## config.mk

```make
export PLATFORM = sky130hd
export DESIGN_NAME = spiral_grid_index_to_xy
export DESIGN_NICKNAME = d
export VERILOG_FILES = /design/src/design/spgi_pkg.sv /design/src/design/spiral_grid_index_to_xy.sv
export SDC_FILE = /design/constraint.sdc
export NUM_CORES = 1
export LEC_CHECK = 0
export BUFFER_PORTS_ARGS = -buffer_cell sky130_fd_sc_hd__buf_2
export CORE_ASPECT_RATIO = 0.5
export CORE_MARGIN = 4
export CORE_UTILIZATION = 52
export CTS_CLUSTER_DIAMETER = 100
export DETAILED_ROUTE_END_ITERATION = 7
export PLACE_DENSITY = 0.81
export SYNTH_ARGS = -nofsm -noshare
export SYNTH_HDL_FRONTEND = slang
export SYNTH_SLANG_ARGS = --single-unit
export TNS_END_PERCENT = 30
```

## constraint.sdc

```tcl
create_clock -name clk -period 9.06 [get_ports clk]
set_input_delay 1.812 -clock clk [delete_from_list [all_inputs] [get_ports clk]]
set_output_delay 1.812 -clock clk [all_outputs]
set_load 0.005 [all_outputs]
```

## src/design/spgi_pkg.sv

```systemverilog
`timescale 1ns / 1ps
// ============================================================================
// Spiral grid index package
// Shared constants for the square spiral index to position block.
// ============================================================================
package spgi_pkg;

    localparam int MAX_SIDE_DEF = 64;

    localparam int INDEX_W   = 12;
    localparam int DIM_W     = 7;
    localparam int SPACING_W = 16;
    localparam int POS_W     = 22;
    localparam int CFG_IDX_W = 3;

    localparam logic [CFG_IDX_W-1:0] REG_COLUMNS   = 3'd0;
    localparam logic [CFG_IDX_W-1:0] REG_ROWS      = 3'd1;
    localparam logic [CFG_IDX_W-1:0] REG_SPACING_X = 3'd2;
    localparam logic [CFG_IDX_W-1:0] REG_SPACING_Y = 3'd3;

    localparam logic [DIM_W-1:0]     COLUMNS_RST   = 7'd49;
    localparam logic [DIM_W-1:0]     ROWS_RST      = 7'd25;
    localparam logic [SPACING_W-1:0] SPACING_RST   = 16'd1920;

endpackage

```

## src/design/spiral_grid_index_to_xy.sv

```systemverilog
`timescale 1ns / 1ps
// ============================================================================
// Spiral grid index to position
// Walks an outward square spiral one point per cycle, counts the points that
// fall inside the grid box and scales the chosen point by the spacings.
// ============================================================================
// Walk: at most side*side steps, where side is the larger clamped grid
// dimension; the walk advances one spiral point a cycle, then MULX, MULY, DONE.
// Throughput: one request at a time; a new request is taken once the walk,
// the two multiplies through the shared multiplier and the result hand-off end.
// Reset: the configuration registers return to 49 columns, 25 rows and a
// spacing of 1920 on both axes; the sequencer returns to idle.
module spiral_grid_index_to_xy
    import spgi_pkg::*;
#(
    parameter int MAX_SIDE = MAX_SIDE_DEF
)
(
    input  logic                        clk,
    input  logic                        rst_n,

    input  logic                        cfg_valid,
    output logic                        cfg_ready,
    input  logic [CFG_IDX_W-1:0]        cfg_index,
    input  logic [SPACING_W-1:0]        cfg_data,

    input  logic                        in_valid,
    output logic                        in_ready,
    input  logic [INDEX_W-1:0]          item_index,

    output logic                        out_valid,
    input  logic                        out_ready,
    output logic signed [POS_W-1:0]     pos_x,
    output logic signed [POS_W-1:0]     pos_y,
    output logic                        found
);

    localparam int SDW  = $clog2(MAX_SIDE + 1);
    localparam int CW   = $clog2(MAX_SIDE) + 2;
    localparam int SW   = $clog2(MAX_SIDE * MAX_SIDE + 1);
    localparam int CNTW = (SW > INDEX_W) ? SW : INDEX_W;
    localparam int CMPW = (SDW > DIM_W) ? SDW : DIM_W;
    localparam int BW   = SPACING_W + 1;
    localparam int PW   = CW + BW;
    localparam int EXTW = (PW > POS_W) ? PW : POS_W;

    localparam logic [2:0] ST_IDLE  = 3'd0;
    localparam logic [2:0] ST_SETUP = 3'd1;
    localparam logic [2:0] ST_WALK  = 3'd2;
    localparam logic [2:0] ST_MULX  = 3'd3;
    localparam logic [2:0] ST_MULY  = 3'd4;
    localparam logic [2:0] ST_DONE  = 3'd5;

    logic [DIM_W-1:0]           columns_reg;
    logic [DIM_W-1:0]           rows_reg;
    logic [SPACING_W-1:0]       spacing_x_reg;
    logic [SPACING_W-1:0]       spacing_y_reg;

    logic [2:0]                 state_reg;
    logic [2:0]                 state_next;
    logic [INDEX_W-1:0]         want_reg;
    logic [SW-1:0]              steps_reg;
    logic [SW-1:0]              step_reg;
    logic [CNTW-1:0]            count_reg;
    logic signed [CW-1:0]       x_reg;
    logic signed [CW-1:0]       y_reg;
    logic signed [1:0]          dx_reg;
    logic signed [1:0]          dy_reg;
    logic                       hit_reg;
    logic signed [POS_W-1:0]    px_reg;
    logic signed [POS_W-1:0]    py_reg;

    logic                       out_valid_reg;
    logic signed [POS_W-1:0]    pos_x_reg;
    logic signed [POS_W-1:0]    pos_y_reg;
    logic                       found_reg;

    logic [SDW-1:0]             cols_side;
    logic [SDW-1:0]             rows_side;
    logic [SDW-1:0]             side;
    logic signed [CW-1:0]       hx;
    logic signed [CW-1:0]       hy;
    logic                       in_box;
    logic                       turn;
    logic                       x_neg;
    logic                       x_pos;

    logic signed [CW-1:0]       mul_a;
    logic signed [BW-1:0]       mul_b;
    logic signed [PW-1:0]       prod;
    logic signed [EXTW-1:0]     prod_ext;

    logic                       out_free;

    assign cfg_ready = 1'b1;
    assign in_ready  = (state_reg == ST_IDLE);
    assign out_valid = out_valid_reg;
    assign pos_x     = pos_x_reg;
    assign pos_y     = pos_y_reg;
    assign found     = found_reg;
    assign out_free  = !out_valid_reg || out_ready;

    always_comb
    begin
        if (CMPW'(columns_reg) > CMPW'(MAX_SIDE))
        begin
            cols_side = SDW'(MAX_SIDE);
        end
        else
        begin
            cols_side = SDW'(columns_reg);
        end
        if (CMPW'(rows_reg) > CMPW'(MAX_SIDE))
        begin
            rows_side = SDW'(MAX_SIDE);
        end
        else
        begin
            rows_side = SDW'(rows_reg);
        end
        side = (cols_side > rows_side) ? cols_side : rows_side;
        hx   = $signed(CW'(cols_side >> 1));
        hy   = $signed(CW'(rows_side >> 1));
    end

    always_comb
    begin
        x_neg  = x_reg[CW-1];
        x_pos  = !x_reg[CW-1] && (x_reg != '0);
        in_box = (x_reg >= -hx) && (x_reg <= hx) && (y_reg >= -hy) && (y_reg <= hy);
        turn   = (x_reg == y_reg)
              || (x_neg && (x_reg == -y_reg))
              || (x_pos && (x_reg == (CW'(1) - y_reg)));
    end

    // The one multiplier serves the walk length and both scaled coordinates.
    always_comb
    begin
        unique case (state_reg)
            ST_MULX:
            begin
                mul_a = x_reg;
                mul_b = $signed({1'b0, spacing_x_reg});
            end
            ST_MULY:
            begin
                mul_a = y_reg;
                mul_b = $signed({1'b0, spacing_y_reg});
            end
            default:
            begin
                mul_a = $signed(CW'(side));
                mul_b = $signed({1'b0, SPACING_W'(side)});
            end
        endcase
        prod     = mul_a * mul_b;
        prod_ext = EXTW'(prod);
    end

    always_comb
    begin
        state_next = state_reg;
        unique case (state_reg)
            ST_IDLE:
            begin
                if (in_valid)
                begin
                    state_next = ST_SETUP;
                end
            end
            ST_SETUP:
            begin
                state_next = ST_WALK;
            end
            ST_WALK:
            begin
                if ((step_reg == steps_reg) || (in_box && (count_reg == CNTW'(want_reg))))
                begin
                    state_next = ST_MULX;
                end
            end
            ST_MULX:
            begin
                state_next = ST_MULY;
            end
            ST_MULY:
            begin
                state_next = ST_DONE;
            end
            ST_DONE:
            begin
                if (out_free)
                begin
                    state_next = ST_IDLE;
                end
            end
            default:
            begin
                state_next = ST_IDLE;
            end
        endcase
    end

    always_ff @(posedge clk or negedge rst_n)
    begin
        if (!rst_n)
        begin
            columns_reg   <= COLUMNS_RST;
            rows_reg      <= ROWS_RST;
            spacing_x_reg <= SPACING_RST;
            spacing_y_reg <= SPACING_RST;
        end
        else if (cfg_valid)
        begin
            unique case (cfg_index)
                REG_COLUMNS:   columns_reg   <= cfg_data[DIM_W-1:0];
                REG_ROWS:      rows_reg      <= cfg_data[DIM_W-1:0];
                REG_SPACING_X: spacing_x_reg <= cfg_data;
                REG_SPACING_Y: spacing_y_reg <= cfg_data;
                default:
                begin
                end
            endcase
        end
    end

    always_ff @(posedge clk or negedge rst_n)
    begin
        if (!rst_n)
        begin
            state_reg     <= ST_IDLE;
            out_valid_reg <= 1'b0;
        end
        else
        begin
            state_reg <= state_next;
            if ((state_reg == ST_DONE) && out_free)
            begin
                out_valid_reg <= 1'b1;
            end
            else if (out_ready)
            begin
                out_valid_reg <= 1'b0;
            end
        end
    end

    always_ff @(posedge clk)
    begin
        unique case (state_reg)
            ST_IDLE:
            begin
                want_reg  <= item_index;
                step_reg  <= '0;
                count_reg <= '0;
                x_reg     <= '0;
                y_reg     <= '0;
                dx_reg    <= 2'sd0;
                dy_reg    <= -2'sd1;
                hit_reg   <= 1'b0;
            end
            ST_SETUP:
            begin
                steps_reg <= prod_ext[SW-1:0];
            end
            ST_WALK:
            begin
                if (step_reg == steps_reg)
                begin
                    x_reg   <= '0;
                    y_reg   <= '0;
                    hit_reg <= 1'b0;
                end
                else if (in_box && (count_reg == CNTW'(want_reg)))
                begin
                    hit_reg <= 1'b1;
                end
                else
                begin
                    if (in_box)
                    begin
                        count_reg <= count_reg + 1'b1;
                    end
                    step_reg <= step_reg + 1'b1;
                    if (turn)
                    begin
                        dx_reg <= -dy_reg;
                        dy_reg <= dx_reg;
                        x_reg  <= x_reg - CW'(dy_reg);
                        y_reg  <= y_reg + CW'(dx_reg);
                    end
                    else
                    begin
                        x_reg <= x_reg + CW'(dx_reg);
                        y_reg <= y_reg + CW'(dy_reg);
                    end
                end
            end
            ST_MULX:
            begin
                px_reg <= prod_ext[POS_W-1:0];
            end
            ST_MULY:
            begin
                py_reg <= prod_ext[POS_W-1:0];
            end
            ST_DONE:
            begin
                if (out_free)
                begin
                    pos_x_reg <= px_reg;
                    pos_y_reg <= py_reg;
                    found_reg <= hit_reg;
                end
            end
            default:
            begin
            end
        endcase
    end

endmodule

```

==> results of run 1 <==
-- final cells by class --
cell class	instances	area (µm²)
multi-input combinational	876	7297
inverter	122	457.9
timing repair buffer	89	462.9
tap	352	440.4
fill	2146	11060
sequential	211	6103
clock inverter	11	62.56
clock buffer	24	546.8
-- worst paths after layout --
path / slack (ns) / from / endpoint
max in group asynchronous: 6.86 / rst_n / spacing_y_reg[6]
max: 0.96 / rows_reg[6] / py_reg[20]
min reg2reg: 0.42 / py_reg[13] / pos_y[13]
min in group asynchronous: 1.52 / rst_n / rows_reg[2]
min: 0.42 / py_reg[13] / pos_y[13]
max reg2reg: 0.96 / rows_reg[6] / py_reg[20]
-- critical path: cells and delay by family, from the launching register on --
| kind | cells | cell delay (ns) |
|---|---|---|
| adders and majority gates | 6 | 2.45 |
| xor gates and xnor gates | 1 | 0.13 |
| AOI/OAI and AO/OA | 8 | 2.80 |
| and+or+nand+nor | 7 | 1.54 |
| muxes | 1 | 0.18 |
| DFF | 1 | 0.37 |
| buffers and inverters | 3 | 0.35 |
-- logic make-up after synthesis --
logic type / Yosys count / share of synthesized area (%)
fa+ha+maj: 188 / 21.49
other cells: 1 / 0.02682
flops: 211 / 43.65
xor+xnor: 98 / 6.192
compound gates: 149 / 6.882
simple gates: 388 / 13.29
mux: 52 / 4.152
buf+inv: 155 / 4.313
-- stage by stage --
stage / setup slack (ns) / util [%] / hold slack [ns]
floorplan: 2.327 / - / 0.4003
global placement: 1.470 / 55.85 / 0.4029
detailed placement: 1.089 / 55.85 / 0.4045
CTS: 1.056 / 58.15 / 0.4195
global route: 0.1342 / 58.15 / 0.4266
finish: 0.9623 / 58.15 / 0.4188
-- Yosys cell counts (14+ instances only) --
cell	instances	share of area, %
nor2_1	169	4.5
edfxtp_1	161	35
inv_1	121	3.2
ha_1	101	9.0
fa_1	87	12
nand2_1	63	1.7
xnor2_1	53	3.3
mux2_2	46	3.7
xor2_1	44	2.8
dfrtp_1	36	6.4
a21oi_1	34	1.2
o21ai_0	32	1.1
nand3_1	27	0.97
clkbuf_1	23	0.62
nor3_1	17	0.61
nor2b_1	16	0.72
or2_2	16	0.72
and3_1	14	0.63
dfstp_2	14	2.6
nand2b_1	14	0.63
-- per-layer routing --
metal | up-vias | global-route usage, %
li1 | 4421 | -
met1 | 4664 | 29.43
met2 | 304 | 33.19
met3 | 51 | 4.204
met4 | 0 | 4.249
met5 | - | 0
==> reports/summary.txt, run 1 <==
========================================================================================================
WS Path Type                                                                                flop to flop
Layout-stage area growth over the synthesis result                                                9.933%
Min Clock Period, post-route                                                                    8.098 ns
Met3 WL post-DR                                                                                  2202 µm
Total congestion overflow after global routing                                                         0
Total wire length after detailed routing                                                        29960 µm
Data required time at the worst endpoint                                                         9.29 ns
Number of antenna violations at the first check in global routing                                      0
Iter 0 DRT Violations                                                                                783
Setup-failing EPs final                                                                                0
Count of synthesis-stage warnings from yosys                                                           0
Number of max-cap violations                                                                           0
Leading cell type in the layout, fill and taps excluded                                           nor2_1
Final clock period utilization by the worst path                                                  89.38%
Total half-perimeter wirelength after legalization and detailed placement                       23020 µm
Buffers on Ports                                                                                      82
Total length of routed met2 wires                                                               13740 µm
Maximum number of pins on one net before global-route repair                                          51
Post-CTS Resized                                                                                       0
Number of synthesized flops with an enable pin                                                       161
Number of buffers added by the clock tree synthesis step                                              20
Worst Hold Class                                                                            flop to flop
Worst Hold Depth                                                                                       0
Via density per instance                                                                           5.602
Total GRT Usage                                                                                   20.58%
Final Hold Viols                                                                                       0
Number of diodes                                                                                       0
Vias                                                                                                9440
Overall die area                                                                               29740 µm²
Sum of negative setup slack                                                                         0 ns
Placed insts                                                                                        1650
Worst path max stage delay                                                                       1.00 ns
Routability Congestion                                                                            0.9524
Clock latency of the later-clocked register in the worst-skew pair                               0.50 ns
Clock tree root buffer cell                                                                    clkbuf_16
TritonCTS clock tree                                                                                 yes
# hold bufs at CTS                                                                                     0
Register bit total from synthesis                                                                    211
WP data arrival                                                                                  8.33 ns
WL met1                                                                                         13450 µm
Post-CTS Setup Repair Bufs                                                                             0
Top Layer Used                                                                                      met4
Distinct cells, synth                                                                                 74
Crit-path max FO                                                                                      15
Setup repair after global routing missed its margin                                                false
ANT nets after route                                                                                   0
Die Span X                                                                                      239.9 µm
Worst rel slew slack                                                                              14.75%
Core region area                                                                               26430 µm²
Slew Limit Fails                                                                                       0
Highest achievable clock rate                                                                  123.5 MHz
Area of the mapped netlist                                                                     13980 µm²
Status                                                                                      finished, final reports clean
Std cell rows                                                                                         42
Number of nets in the synthesized netlist                                                           1466
Detail-routed net length per standard cell                                                      17.78 µm
Design area                                                                                    15370 µm²
Height of the die                                                                               124.0 µm
Share of the yosys chip area belonging to registers                                               43.65%
Wire length of the first global-routing pass                                                    49230 µm
Highest-count cells in the layout ignoring fill and taps                                    nor2_1, edfxtp_1, inv_1
Count of H-tree levels built during CTS                                                                1
Slew @ Worst Pin                                                                                1.270 ns
Critical Path Sink Type                                                                             flop
Clk_skew                                                                                      0.01573 ns
Mean cell area of the mapped netlist                                                           11.26 µm²
Commonest register cell after synthesis                                                         edfxtp_1
Vias in the first global route                                                                      9591
Count of TritonRoute iterations in the first routing pass                                              7
Count of non-filler cells in the finished layout                                                    1685
# clock sinks                                                                                        211
Post-CTS clock slew at the launch and capture registers of the worst setup and hold paths        0.06 ns
Post-synthesis async set-or-reset flop share                                                      23.70%
Layout net count                                                                                    1544
Number of instances in the synthesized netlist                                                      1242
Ports                                                                                                 84
Number of cell instances on the worst register-to-register path                                       26
Remaining DRCs                                                                                         0
Effective utilization at floorplan                                                                52.90%
Area after DPL                                                                                 14760 µm²
Share of final-layout standard cells stronger than drive strength 1                               15.90%
CP startpoint kind                                                                                  flop
Critical-path top delay cell                                                                     o21ai_1
Buffer depth of the longest clock path                                                                 3
========================================================================================================
Power of run 1 is not shown: default switching activity piles up to over one toggle a cycle in this logic, so the estimate is an artifact.
==> inputs of run 2 (changes only) <==
--- a/config.mk
+++ b/config.mk
@@ -9,6 +9,7 @@
 export CORE_ASPECT_RATIO = 0.5
 export CORE_MARGIN = 4
 export CORE_UTILIZATION = 52
+export CTS_BUF_LIST = sky130_fd_sc_hd__clkbuf_8
 export CTS_CLUSTER_DIAMETER = 100
 export DETAILED_ROUTE_END_ITERATION = 7
 export PLACE_DENSITY = 0.81
==> run 2 against run 1 <==
Via count is 1.4% higher. Critical endpoint unchanged. Critical path depth stayed put. Non-clock buffer count stayed put. Largest cell class unchanged. Highest routed layer unchanged. Core utilization is 0.080 points lower. Critical path type unchanged.
==> reports/summary.txt, run 2 (synthesis gave the netlist of run 1 again) <==
========================================================================================================
WP data arrival                                                                                  8.55 ns
Worst Hold Class                                                                            flop to flop
Buffer depth of the longest clock path                                                                 3
Number of buffers added by the clock tree synthesis step                                              30
Hold Path Origin                                                                               py_reg[4]
R2R Path Start                                                                               rows_reg[6]
Number of diodes                                                                                       0
# hold bufs at CTS                                                                                     0
Vias                                                                                                9572
CP startpoint kind                                                                                  flop
Number of cell instances on the worst register-to-register path                                       26
Total congestion overflow after global routing                                                         0
Count of H-tree levels built during CTS                                                                1
Count of TritonRoute iterations in the first routing pass                                              5
Slew Limit Fails                                                                                       0
Ports                                                                                                 84
Critical Path Sink Type                                                                             flop
Slew @ Worst Pin                                                                                1.263 ns
TritonCTS clock tree                                                                                 yes
Worst rel slew slack                                                                              15.28%
Worst Hold Depth                                                                                       0
Total GRT Usage                                                                                   20.91%
Highest-count cells in the layout ignoring fill and taps                                    nor2_1, edfxtp_1, inv_1
Min Clock Period, post-route                                                                    8.261 ns
Effective utilization at floorplan                                                                52.90%
Number of antenna violations at the first check in global routing                                      0
Post-CTS Setup Repair Bufs                                                                             0
Height of the die                                                                               124.0 µm
Data required time at the worst endpoint                                                         9.35 ns
Status                                                                                      finished, final reports clean
Crit-path max FO                                                                                      15
Overall die area                                                                               29740 µm²
Post-CTS clock slew at the launch and capture registers of the worst setup and hold paths        0.07 ns
Clock latency of the later-clocked register in the worst-skew pair                               0.60 ns
Fill cell instance count of the final layout                                                        2146
ANT nets after route                                                                                   0
Sum of negative setup slack                                                                         0 ns
Layout-stage area growth over the synthesis result                                                9.781%
WS Path Type                                                                                flop to flop
Routability Congestion                                                                            0.9524
Reg2reg setup slack                                                                              0.80 ns
Post-CTS Resized                                                                                       0
Critical register-to-register path endpoint                                                   py_reg[20]
Setup-failing EPs final                                                                                0
Number of max-cap violations                                                                           0
Clock tree root buffer cell                                                                     clkbuf_8
Detail-routed net length per standard cell                                                      17.89 µm
Std cell rows                                                                                         42
Final clock period utilization by the worst path                                                  91.18%
Layout net count                                                                                    1554
Buffers on Ports                                                                                      82
Maximum number of pins on one net before global-route repair                                          51
Total half-perimeter wirelength after legalization and detailed placement                       23020 µm
Remaining DRCs                                                                                         0
Final Hold Viols                                                                                       0
Total wire length after detailed routing                                                        30500 µm
Clk_skew                                                                                      0.04918 ns
# clock sinks                                                                                        211
Core region area                                                                               26430 µm²
Highest achievable clock rate                                                                  121.0 MHz
Worst Hold Endpoint                                                                             pos_y[4]
Die Span X                                                                                      239.9 µm
Setup repair after global routing missed its margin                                                false
Iter 0 DRT Violations                                                                                769
Share of final-layout standard cells stronger than drive strength 1                               16.19%
Wire length of the first global-routing pass                                                    49910 µm
Via density per instance                                                                           5.614
Vias in the first global route                                                                      9755
Leading cell type in the layout, fill and taps excluded                                           nor2_1
========================================================================================================
run 2: metal layers:
layer | GRT usage, % | wire length, µm | vias to the layer above
met5 | 0 | 0 | -
met2 | 33.98 | 14030 | 326
met3 | 3.628 | 2186 | 41
li1 | - | - | 4444
met4 | 4.573 | 515 | 0
met1 | 29.99 | 13770 | 4761
run 2: worst max-delay path by stage:
| stage | start | end | slack [ns] | cells after the start |
|---|---|---|---|---|
| 6_report | rows_reg[6] | py_reg[20] | 0.80 | 26 |
| 4_1_cts | rows_reg[6] | py_reg[20] | 0.94 | 26 |
| 3_5_place_dp | rows_reg[6] | px_reg[20] | 1.09 | 26 |
| 2_1_floorplan | columns_reg[6] | px_reg[21] | 2.33 | 29 |
| 5_1_grt | rows_reg[6] | py_reg[20] | 0.06 | 26 |
| 3_3_place_gp | rows_reg[6] | px_reg[20] | 1.47 | 26 |
run 2: area by class of cell:
cell class / instances / area, µm² / area share [%]
Sequential cell: 211 / 6103 / 39.76
Multi-Input combinational cell: 876 / 7297 / 47.54
Tap cell: 352 / 440.4 / 2.869
Timing Repair Buffer: 89 / 462.9 / 3.016
Inverter: 122 / 457.9 / 2.983
Clock buffer: 32 / 440.4 / 2.869
Clock inverter: 23 / 147.6 / 0.9619
run 2: per-stage QoR:
step | cell area [µm²] | hold WS (ns) | std cells | worst slack [ns] | utilization [%]
after floorplan | 13980 | 0.4003 | 1242 | 2.327 | -
after global placement | 14760 | 0.4029 | 1650 | 1.470 | 55.85
after detailed placement | 14760 | 0.4045 | 1650 | 1.089 | 55.85
after CTS | 15350 | 0.4198 | 1705 | 0.9440 | 58.07
after global routing | 15350 | 0.4273 | 1705 | 0.06176 | 58.07
final | 15350 | 0.4182 | 1705 | 0.7987 | 58.07
run 2: worst max-delay path, stage by stage (launching register included):
cell and delay, ns:
dfrtp_1 0.36, clkinv_1 0.25, nand2_1 0.25, ha_1 0.27, nor2b_1 0.13, o21ai_0 0.15, a21oi_1 0.14, nor3_1 0.33
or2_1 0.33, mux2i_1 0.18, o21ai_1 0.84, nor2_1 0.17, fa_1 0.50, fa_1 0.55, inv_1 0.05, fa_1 0.48
inv_1 0.06, fa_1 0.48, ha_1 0.35, nor2b_1 0.15, o21ai_0 0.25, a21boi_0 0.23, o41ai_1 0.63, o21ai_0 0.19
and2_1 0.20, o41ai_1 0.33, xnor2_1 0.13
Power of run 2 is left out for the same reason.
